===== src/rtl/rbl_pkg.sv =====
package rbl_pkg;

    localparam int MAX_LINES = 64;
    localparam int COORD_W   = 16;
    localparam int STRIDE_W  = 16;
    localparam int PBITS_W   = 7;
    localparam int STEP_W    = STRIDE_W + 3;
    localparam int ADDR_W    = 36;
    localparam int LEN_W     = 23;
    localparam int WIDTH_W   = COORD_W + 1;
    localparam int VPROD_W   = COORD_W + STEP_W;
    localparam int HPROD_W   = COORD_W + PBITS_W;
    localparam int ROWS_W    = $clog2(MAX_LINES + 1);
    localparam int STATUS_W  = 2;
    localparam int IN_DATA_W  = 168;
    localparam int OUT_DATA_W = 96;

    typedef enum logic [STATUS_W-1:0] {
        STATUS_ROW   = 2'd0,
        STATUS_EMPTY = 2'd1,
        STATUS_TALL  = 2'd2
    } rbl_status_t;

    typedef enum logic [2:0] {
        ST_IDLE,
        ST_BOUNDS,
        ST_CHECK,
        ST_MULT,
        ST_SUM,
        ST_ROWS,
        ST_STATUS
    } rbl_state_t;

    typedef struct packed {
        logic load_in;
        logic calc_bounds;
        logic calc_check;
        logic calc_mult;
        logic calc_sum;
        logic row_step;
        logic sel_status;
    } rbl_cmd_t;

    typedef struct packed {
        logic empty;
        logic too_tall;
        logic last_row;
    } rbl_stat_t;

endpackage


===== src/rtl/rbl_datapath.sv =====
module rbl_datapath import rbl_pkg::*; (
    input  logic                       aclk,
    input  logic                       aresetn,
    input  rbl_cmd_t                   cmd,
    output rbl_stat_t                  stat,
    input  logic signed [COORD_W-1:0]  dst_left,
    input  logic signed [COORD_W-1:0]  dst_top,
    input  logic signed [COORD_W-1:0]  dst_right,
    input  logic signed [COORD_W-1:0]  dst_bottom,
    input  logic        [STRIDE_W-1:0] dst_stride,
    input  logic signed [COORD_W-1:0]  src_left,
    input  logic signed [COORD_W-1:0]  src_top,
    input  logic signed [COORD_W-1:0]  src_right,
    input  logic signed [COORD_W-1:0]  src_bottom,
    input  logic        [STRIDE_W-1:0] src_stride,
    input  logic        [PBITS_W-1:0]  pixel_bits,
    output logic        [ADDR_W-1:0]   dst_bit_addr,
    output logic        [ADDR_W-1:0]   src_bit_addr,
    output logic        [LEN_W-1:0]    length_bits,
    output rbl_status_t                status,
    output logic                       last
);

    logic signed [COORD_W-1:0] dst_left_reg, dst_top_reg, dst_right_reg, dst_bottom_reg;
    logic signed [COORD_W-1:0] src_left_reg, src_top_reg, src_right_reg, src_bottom_reg;
    logic        [PBITS_W-1:0] bpp_reg;
    logic        [STEP_W-1:0]  dst_step_reg, src_step_reg;

    logic signed [COORD_W-1:0] x0_reg, x1_reg, y0_reg, y1_reg;

    logic                      empty_reg, too_tall_reg;
    logic        [ROWS_W-1:0]  rows_left_reg;
    logic        [WIDTH_W-1:0] width_reg;
    logic        [COORD_W-1:0] dst_dy_reg, dst_dx_reg, src_dy_reg, src_dx_reg;

    logic        [VPROD_W-1:0] dst_vprod_reg, src_vprod_reg;
    logic        [HPROD_W-1:0] dst_hprod_reg, src_hprod_reg;
    logic        [LEN_W-1:0]   length_reg;

    logic        [ADDR_W-1:0]  dst_row_addr_reg, src_row_addr_reg;

    logic signed [COORD_W:0]   xdiff, ydiff;
    logic        [COORD_W-1:0] dst_dy_next, dst_dx_next, src_dy_next, src_dx_next;
    logic                      empty_next, too_tall_next;

    always_comb begin
        xdiff = $signed({x1_reg[COORD_W-1], x1_reg}) - $signed({x0_reg[COORD_W-1], x0_reg});
        ydiff = $signed({y1_reg[COORD_W-1], y1_reg}) - $signed({y0_reg[COORD_W-1], y0_reg});
        empty_next = (x0_reg > x1_reg) || (y0_reg > y1_reg);
        too_tall_next = !empty_next && (ydiff >= $signed((COORD_W + 1)'(MAX_LINES)));
        dst_dy_next = COORD_W'(y0_reg - dst_top_reg);
        dst_dx_next = COORD_W'(x0_reg - dst_left_reg);
        src_dy_next = COORD_W'(y0_reg - src_top_reg);
        src_dx_next = COORD_W'(x0_reg - src_left_reg);
    end

    always_ff @(posedge aclk) begin
        if (cmd.load_in) begin
            dst_left_reg   <= dst_left;
            dst_top_reg    <= dst_top;
            dst_right_reg  <= dst_right;
            dst_bottom_reg <= dst_bottom;
            src_left_reg   <= src_left;
            src_top_reg    <= src_top;
            src_right_reg  <= src_right;
            src_bottom_reg <= src_bottom;
            dst_step_reg   <= {dst_stride, 3'b000};
            src_step_reg   <= {src_stride, 3'b000};
            bpp_reg        <= (pixel_bits < PBITS_W'(8)) ? pixel_bits
                                                         : (pixel_bits & PBITS_W'(8'h78));
        end
        if (cmd.calc_bounds) begin
            x0_reg <= (dst_left_reg > src_left_reg) ? dst_left_reg : src_left_reg;
            x1_reg <= (dst_right_reg < src_right_reg) ? dst_right_reg : src_right_reg;
            y0_reg <= (dst_top_reg > src_top_reg) ? dst_top_reg : src_top_reg;
            y1_reg <= (dst_bottom_reg < src_bottom_reg) ? dst_bottom_reg : src_bottom_reg;
        end
        if (cmd.calc_check) begin
            width_reg  <= {1'b0, xdiff[COORD_W-1:0]} + WIDTH_W'(1);
            dst_dy_reg <= dst_dy_next;
            dst_dx_reg <= dst_dx_next;
            src_dy_reg <= src_dy_next;
            src_dx_reg <= src_dx_next;
        end
        if (cmd.calc_mult) begin
            dst_vprod_reg <= VPROD_W'(dst_dy_reg) * VPROD_W'(dst_step_reg);
            src_vprod_reg <= VPROD_W'(src_dy_reg) * VPROD_W'(src_step_reg);
            dst_hprod_reg <= HPROD_W'(dst_dx_reg) * HPROD_W'(bpp_reg);
            src_hprod_reg <= HPROD_W'(src_dx_reg) * HPROD_W'(bpp_reg);
            length_reg    <= LEN_W'(width_reg) * LEN_W'(bpp_reg);
        end
        if (cmd.calc_sum) begin
            dst_row_addr_reg <= ADDR_W'(dst_vprod_reg) + ADDR_W'(dst_hprod_reg);
            src_row_addr_reg <= ADDR_W'(src_vprod_reg) + ADDR_W'(src_hprod_reg);
        end else if (cmd.row_step) begin
            dst_row_addr_reg <= dst_row_addr_reg + ADDR_W'(dst_step_reg);
            src_row_addr_reg <= src_row_addr_reg + ADDR_W'(src_step_reg);
        end
    end

    always_ff @(posedge aclk) begin
        if (!aresetn) begin
            empty_reg     <= 1'b0;
            too_tall_reg  <= 1'b0;
            rows_left_reg <= '0;
        end else if (cmd.calc_check) begin
            empty_reg     <= empty_next;
            too_tall_reg  <= too_tall_next;
            rows_left_reg <= ydiff[ROWS_W-1:0] + ROWS_W'(1);
        end else if (cmd.row_step) begin
            rows_left_reg <= rows_left_reg - ROWS_W'(1);
        end
    end

    always_comb begin
        stat.empty    = empty_reg;
        stat.too_tall = too_tall_reg;
        stat.last_row = (rows_left_reg == ROWS_W'(1));
        if (cmd.sel_status) begin
            dst_bit_addr = '0;
            src_bit_addr = '0;
            length_bits  = '0;
            status       = empty_reg ? STATUS_EMPTY : STATUS_TALL;
            last         = 1'b1;
        end else begin
            dst_bit_addr = dst_row_addr_reg;
            src_bit_addr = src_row_addr_reg;
            length_bits  = length_reg;
            status       = STATUS_ROW;
            last         = stat.last_row;
        end
    end

    a_rows_count: assert property (@(posedge aclk) disable iff (!aresetn)
        cmd.row_step |=> rows_left_reg == $past(rows_left_reg) - ROWS_W'(1))
        else $error("row count did not step down by one");

    a_addr_step: assert property (@(posedge aclk) disable iff (!aresetn)
        cmd.row_step |=> dst_row_addr_reg == $past(dst_row_addr_reg + ADDR_W'(dst_step_reg)))
        else $error("destination row address did not advance by the stride");

    a_no_step_last: assert property (@(posedge aclk) disable iff (!aresetn)
        cmd.row_step |-> !stat.last_row && rows_left_reg != '0)
        else $error("row step taken past the final row");

    a_tall_not_empty: assert property (@(posedge aclk) disable iff (!aresetn)
        too_tall_reg |-> !empty_reg)
        else $error("overlap flagged both empty and too tall");

endmodule


===== src/rtl/rbl_ctrl.sv =====
module rbl_ctrl import rbl_pkg::*; (
    input  logic      aclk,
    input  logic      aresetn,
    input  logic      s_tvalid,
    output logic      s_tready,
    output logic      m_tvalid,
    input  logic      m_tready,
    input  rbl_stat_t stat,
    output rbl_cmd_t  cmd
);

    rbl_state_t state_reg, state_next;

    always_ff @(posedge aclk) begin
        if (!aresetn) begin
            state_reg <= ST_IDLE;
        end else begin
            state_reg <= state_next;
        end
    end

    always_comb begin
        state_next = state_reg;
        cmd        = '0;
        s_tready   = 1'b0;
        m_tvalid   = 1'b0;
        case (state_reg)
            ST_IDLE: begin
                s_tready = 1'b1;
                if (s_tvalid) begin
                    cmd.load_in = 1'b1;
                    state_next  = ST_BOUNDS;
                end
            end
            ST_BOUNDS: begin
                cmd.calc_bounds = 1'b1;
                state_next      = ST_CHECK;
            end
            ST_CHECK: begin
                cmd.calc_check = 1'b1;
                state_next     = ST_MULT;
            end
            ST_MULT: begin
                cmd.calc_mult = 1'b1;
                state_next    = ST_SUM;
            end
            ST_SUM: begin
                if (stat.empty || stat.too_tall) begin
                    state_next = ST_STATUS;
                end else begin
                    cmd.calc_sum = 1'b1;
                    state_next   = ST_ROWS;
                end
            end
            ST_ROWS: begin
                m_tvalid = 1'b1;
                if (m_tready) begin
                    if (stat.last_row) begin
                        state_next = ST_IDLE;
                    end else begin
                        cmd.row_step = 1'b1;
                    end
                end
            end
            ST_STATUS: begin
                m_tvalid       = 1'b1;
                cmd.sel_status = 1'b1;
                if (m_tready) begin
                    state_next = ST_IDLE;
                end
            end
            default: begin
                state_next = ST_IDLE;
            end
        endcase
    end

    a_last_to_idle: assert property (@(posedge aclk) disable iff (!aresetn)
        state_reg == ST_ROWS && m_tready && stat.last_row |=> state_reg == ST_IDLE)
        else $error("final row taken but controller did not return to idle");

    a_status_once: assert property (@(posedge aclk) disable iff (!aresetn)
        state_reg == ST_STATUS && m_tready |=> state_reg == ST_IDLE)
        else $error("status transaction not followed by idle");

endmodule


===== src/rtl/rect_blit_line_address_generator_core.sv =====
// Channel  Direction  Ports                                       Content
// s_       in         s_tvalid, s_tready, s_tdata[167:0]          one blit request
// m_       out        m_tvalid, m_tready, m_tdata[95:0], m_tuser,  one line copy command
//                     m_tlast                                     or one status result
//
// A request is accepted in the idle state and then passes through the setup before its first result.
// Rows then leave at one per cycle while m_tready holds high; a request of H rows (H up to 64)
// gives H line commands, and an empty or too tall overlap gives one status result.
// The setup runs through a bounds (intersect), a check, a multiply and an add register stage.
// Reset is synchronous and active low; it returns the controller to idle.
// A stall on m_ holds the current result and no new request is taken until the last one leaves.
module rect_blit_line_address_generator_core import rbl_pkg::*; (
    input  logic                  aclk,
    input  logic                  aresetn,
    input  logic                  s_tvalid,
    output logic                  s_tready,
    // dst_left, dst_top, dst_right, dst_bottom, dst_stride, src_left, src_top,
    // src_right, src_bottom, src_stride, pixel_bits, zero fill.
    input  logic [IN_DATA_W-1:0]  s_tdata,
    output logic                  m_tvalid,
    input  logic                  m_tready,
    // dst_bit_addr, src_bit_addr, length_bits, zero fill.
    output logic [OUT_DATA_W-1:0] m_tdata,
    // status.
    output logic [STATUS_W-1:0]   m_tuser,
    output logic                  m_tlast
);

    rbl_cmd_t    cmd;
    rbl_stat_t   stat;
    logic [ADDR_W-1:0] dst_bit_addr, src_bit_addr;
    logic [LEN_W-1:0]  length_bits;
    rbl_status_t status;

    rbl_ctrl u_ctrl (
        .aclk     (aclk),
        .aresetn  (aresetn),
        .s_tvalid (s_tvalid),
        .s_tready (s_tready),
        .m_tvalid (m_tvalid),
        .m_tready (m_tready),
        .stat     (stat),
        .cmd      (cmd)
    );

    rbl_datapath u_datapath (
        .aclk         (aclk),
        .aresetn      (aresetn),
        .cmd          (cmd),
        .stat         (stat),
        .dst_left     ($signed(s_tdata[15:0])),
        .dst_top      ($signed(s_tdata[31:16])),
        .dst_right    ($signed(s_tdata[47:32])),
        .dst_bottom   ($signed(s_tdata[63:48])),
        .dst_stride   (s_tdata[79:64]),
        .src_left     ($signed(s_tdata[95:80])),
        .src_top      ($signed(s_tdata[111:96])),
        .src_right    ($signed(s_tdata[127:112])),
        .src_bottom   ($signed(s_tdata[143:128])),
        .src_stride   (s_tdata[159:144]),
        .pixel_bits   (s_tdata[166:160]),
        .dst_bit_addr (dst_bit_addr),
        .src_bit_addr (src_bit_addr),
        .length_bits  (length_bits),
        .status       (status),
        .last         (m_tlast)
    );

    assign m_tdata = {1'b0, length_bits, src_bit_addr, dst_bit_addr};
    assign m_tuser = status;

endmodule


===== config.mk =====
export PLATFORM = sky130hd
export DESIGN_NAME = rect_blit_line_address_generator_core
export DESIGN_NICKNAME = d
export VERILOG_FILES = /design/src/rtl/rbl_pkg.sv /design/src/rtl/rbl_datapath.sv /design/src/rtl/rbl_ctrl.sv /design/src/rtl/rect_blit_line_address_generator_core.sv
export SDC_FILE = /design/constraint.sdc
export NUM_CORES = 2
export LEC_CHECK = 0
export ABC_AREA = 1
export ABC_CLOCK_PERIOD_IN_PS = 12200
export BUFFER_PORTS_ARGS = -buffer_cell sky130_fd_sc_hd__buf_2
export CELL_PAD_IN_SITES_DETAIL_PLACEMENT = 0
export CELL_PAD_IN_SITES_GLOBAL_PLACEMENT = 1
export CORE_MARGIN = 8
export CORE_UTILIZATION = 49
export CTS_CLUSTER_DIAMETER = 100
export CTS_CLUSTER_SIZE = 20
export DETAILED_ROUTE_END_ITERATION = 12
export PLACE_DENSITY = 0.94
export SETUP_SLACK_MARGIN = 0.3
export SLEW_MARGIN = 20
export SYNTH_ARGS = -nofsm -noshare
export SYNTH_HDL_FRONTEND = slang
export SYNTH_SLANG_ARGS = --single-unit

===== constraint.sdc =====
create_clock -name aclk -period 12.2 [get_ports aclk]
set_input_delay 1.22 -clock aclk [delete_from_list [all_inputs] [get_ports aclk]]
set_output_delay 1.22 -clock aclk [all_outputs]
set_load 0.02 [all_outputs]

==> results.json <==
{
  "worst_slew_pin_slew_ns": 1.05,
  "maxCapViolations": 0,
  "cts.repair.resized": 0,
  "synth_area_mm2": 0.0587,
  "syn_area_per_cell_um2": 8.27,
  "hold_viol": 0,
  "setup_viol": 0,
  "required_ns": 12.56,
  "antenna_found_initial": 3,
  "routed_wl_mm": 149,
  "nets": 8576,
  "drive_above_1_share_pct": 5.58,
  "slew_violations": 0,
  "layout_worst_path_cycle_share_pct": 51.6,
  "finish.utilization_pct": 52.7,
  "end_kind": "flop",
  "drtAntennaViolNets": 0,
  "ys_ff_latch": 529,
  "slowest_stage": "edfxtp_1",
  "initial_utilization_pct": 49.1,
  "path_clk_slew_ns": 0.08,
  "numCtsBuffers": 41,
  "hold_class": "flop to flop",
  "stdcell_area_mm2": 0.0630,
  "fillers": 11200,
  "route.detailed.drc": 0,
  "skew_ns": 0.0357,
  "holdBufCountCts": 0,
  "yosys_warnings": 0,
  "slew_headroom_pct": 29.7,
  "synthFlopType": "edfxtp_1",
  "wl_per_cell_um": 16.8,
  "crit_chain": "nand2_1 -> fa_1 -> inv_1 -> fa_1 -> inv_1 -> fa_1 -> inv_1 -> fa_1 -> fa_1 -> inv_1 -> fa_1 -> inv_1 -> ha_1 -> a21oi_1 -> o21ai_0 -> o21bai_1 -> a21oi_1 -> o21bai_1 -> nand2_1 -> nand2_1 -> xor2_1",
  "crit_path_max_fanout": 17,
  "critPathKind": "flop to flop",
  "grt_pass1_wl_mm": 243,
  "grt_max_degree": 81,
  "placeableCoreArea_mm2": 0.119,
  "slowest_delay_ns": 1.01,
  "startpoint_type": "flop",
  "first_iter_violations": 2966,
  "post_dp_cell_area_mm2": 0.0616,
  "first_global_vias": 47600,
  "grt.total_usage_pct": 22.6,
  "grt-ovfl-total": 0,
  "clk_latency_ns": 0.65,
  "portBuffers": 270,
  "syn-num-nets": 8441,
  "crit_path_frequent_cell": "fa_1",
  "area_growth_pct": 7.20,
  "fin_crit_ns": 6.30,
  "clockBufferDepth": 3,
  "die_y_um": 362,
  "postCtsSetupBuffers": 0,
  "worst_ep_arrival_time_ns": 6.66,
  "ys_types": 57,
  "cts-root-buf": "clkbuf_16",
  "die_w_um": 362,
  "via_per_inst": 5.22,
  "clock-sinks": 529,
  "h-tree-depth": 2,
  "rsz0062_at_grt": "false",
  "post-dp-hpwl_mm": 121,
  "synth_edf_count": 517,
  "status": "complete, no violations",
  "synthCells": 7099,
  "io_pins": 273,
  "die_area_mm2": 0.131,
  "ys_seq_area_share_pct": 26.8,
  "cts_tree": "done",
  "async_flop_share_pct": 0,
  "first_pass_iters": 6,
  "globalplace.congestion": 0.929,
  "row_count": 127,
  "routed-via-count": 46300,
  "tns_ns": 0,
  "fmax_ghz": 0.159
}
-- through the flow --
stage          cells  setup slack [ns]  hold slack, ns
6_report        8876              5.90           0.475
2_1_floorplan   7099              1.94           0.446
3_5_place_dp    8802              6.01           0.463
3_3_place_gp    8802              6.06           0.454
4_1_cts         8874              5.94           0.476
5_1_grt         8875              5.60           0.500
-- cell usage after synthesis, drive strengths merged, types with 16 or more instances --
| library cell | count | area (um2) |
|---|---|---|
| edfxtp | 517 | 15500 |
| xnor2 | 73 | 639 |
| inv | 1580 | 5930 |
| nand2 | 1828 | 6880 |
| nor3 | 89 | 450 |
| a21oi | 385 | 1930 |
| nand4 | 64 | 400 |
| nand3b | 16 | 120 |
| o21a | 17 | 128 |
| nand3 | 206 | 1060 |
| a21o | 26 | 195 |
| o21ai | 306 | 1540 |
| nor4 | 16 | 115 |
| o21bai | 25 | 188 |
| xor2 | 170 | 1540 |
| nor2 | 289 | 1110 |
| fa | 609 | 12200 |
| clkbuf | 193 | 724 |
| ha | 561 | 7020 |
-- cells by family (layout without fill, tap and decap cells) --
| family | count (synthesis) | in the layout | share of synthesized area [%] |
|---|---|---|---|
| AND/OR/NAND/NOR | 2532 | 2532 | 17.5 |
| buffers and inverters | 1789 | 1953 | 11.5 |
| adder cells (fa/ha/maj) | 1170 | 1170 | 32.7 |
| AO/OA/AOI/OAI | 833 | 833 | 7.72 |
| flip-flops | 529 | 529 | 26.8 |
| XOR/XNOR | 243 | 243 | 3.71 |
| multiplexers | 2 | 2 | 0.0341 |
| other | 1 | 2 | 0.00639 |
-- worst max-delay path, delay by kind of cell (launching register included) --
| family | cells | cell delay (ns) |
|---|---|---|
| AND/OR/NAND/NOR | 3 | 0.33 |
| adder cells (fa/ha/maj) | 7 | 3.32 |
| AO/OA/AOI/OAI | 5 | 0.93 |
| buffers and inverters | 5 | 0.25 |
| XOR/XNOR | 1 | 0.16 |
| flip-flops | 1 | 1.01 |
-- cell type report --
cell class | count | area, um2 | share of cell area, %
Antenna cell | 1 | 2.50 | 0.00397
Clock buffer | 48 | 1050 | 1.67
Clock inverter | 24 | 328 | 0.521
Inverter | 1582 | 5940 | 9.44
Multi-Input combinational cell | 4781 | 36300 | 57.6
Sequential cell | 529 | 15800 | 25.0
Tap cell | 1612 | 2020 | 3.20
Timing Repair Buffer | 299 | 1590 | 2.52
-- final timing paths --
check / start / to / slack (ns) / cells past startpoint
setup reg to reg: u_datapath.src_step_reg[10] / u_datapath.src_vprod_reg[27] / 5.90 / 21
hold reg to reg: u_datapath.too_tall_reg / u_datapath.too_tall_reg / 0.48 / 2
setup / recovery: u_datapath.src_step_reg[10] / u_datapath.src_vprod_reg[27] / 5.90 / 21
hold / removal: u_datapath.too_tall_reg / u_datapath.too_tall_reg / 0.48 / 2
-- cell usage in the layout (no fill, tap or decap), drive strengths merged, types with 14 or more instances in the layout --
master  Yosys  final
edfxtp    517    517
ha        561    561
nand4      64     64
a31oi      14     14
nor4       16     16
nand3     206    206
nor3       89     89
fa        609    609
xnor2      73     73
buf        14    299
nand2    1828   1828
nor2      289    289
xor2      170    170
o21ai     306    306
inv      1580   1591
clkbuf    193     48
o21bai     25     25
nand3b     16     16
a21o       26     26
a21oi     385    385
o21a       17     17
-- per-layer routing --
metal / vias to the layer above / global-route usage [%] / routed length (um)
met5: - / 0 / 13
met4: 2 / 6.98 / 4480
met1: 22200 / 30.4 / 65600
li1: 22400 / - / -
met2: 1408 / 37.7 / 69100
met3: 259 / 3.56 / 9970
Power is not shown: default switching activity piles up to over one toggle a cycle in this logic, so the estimate is an artifact.
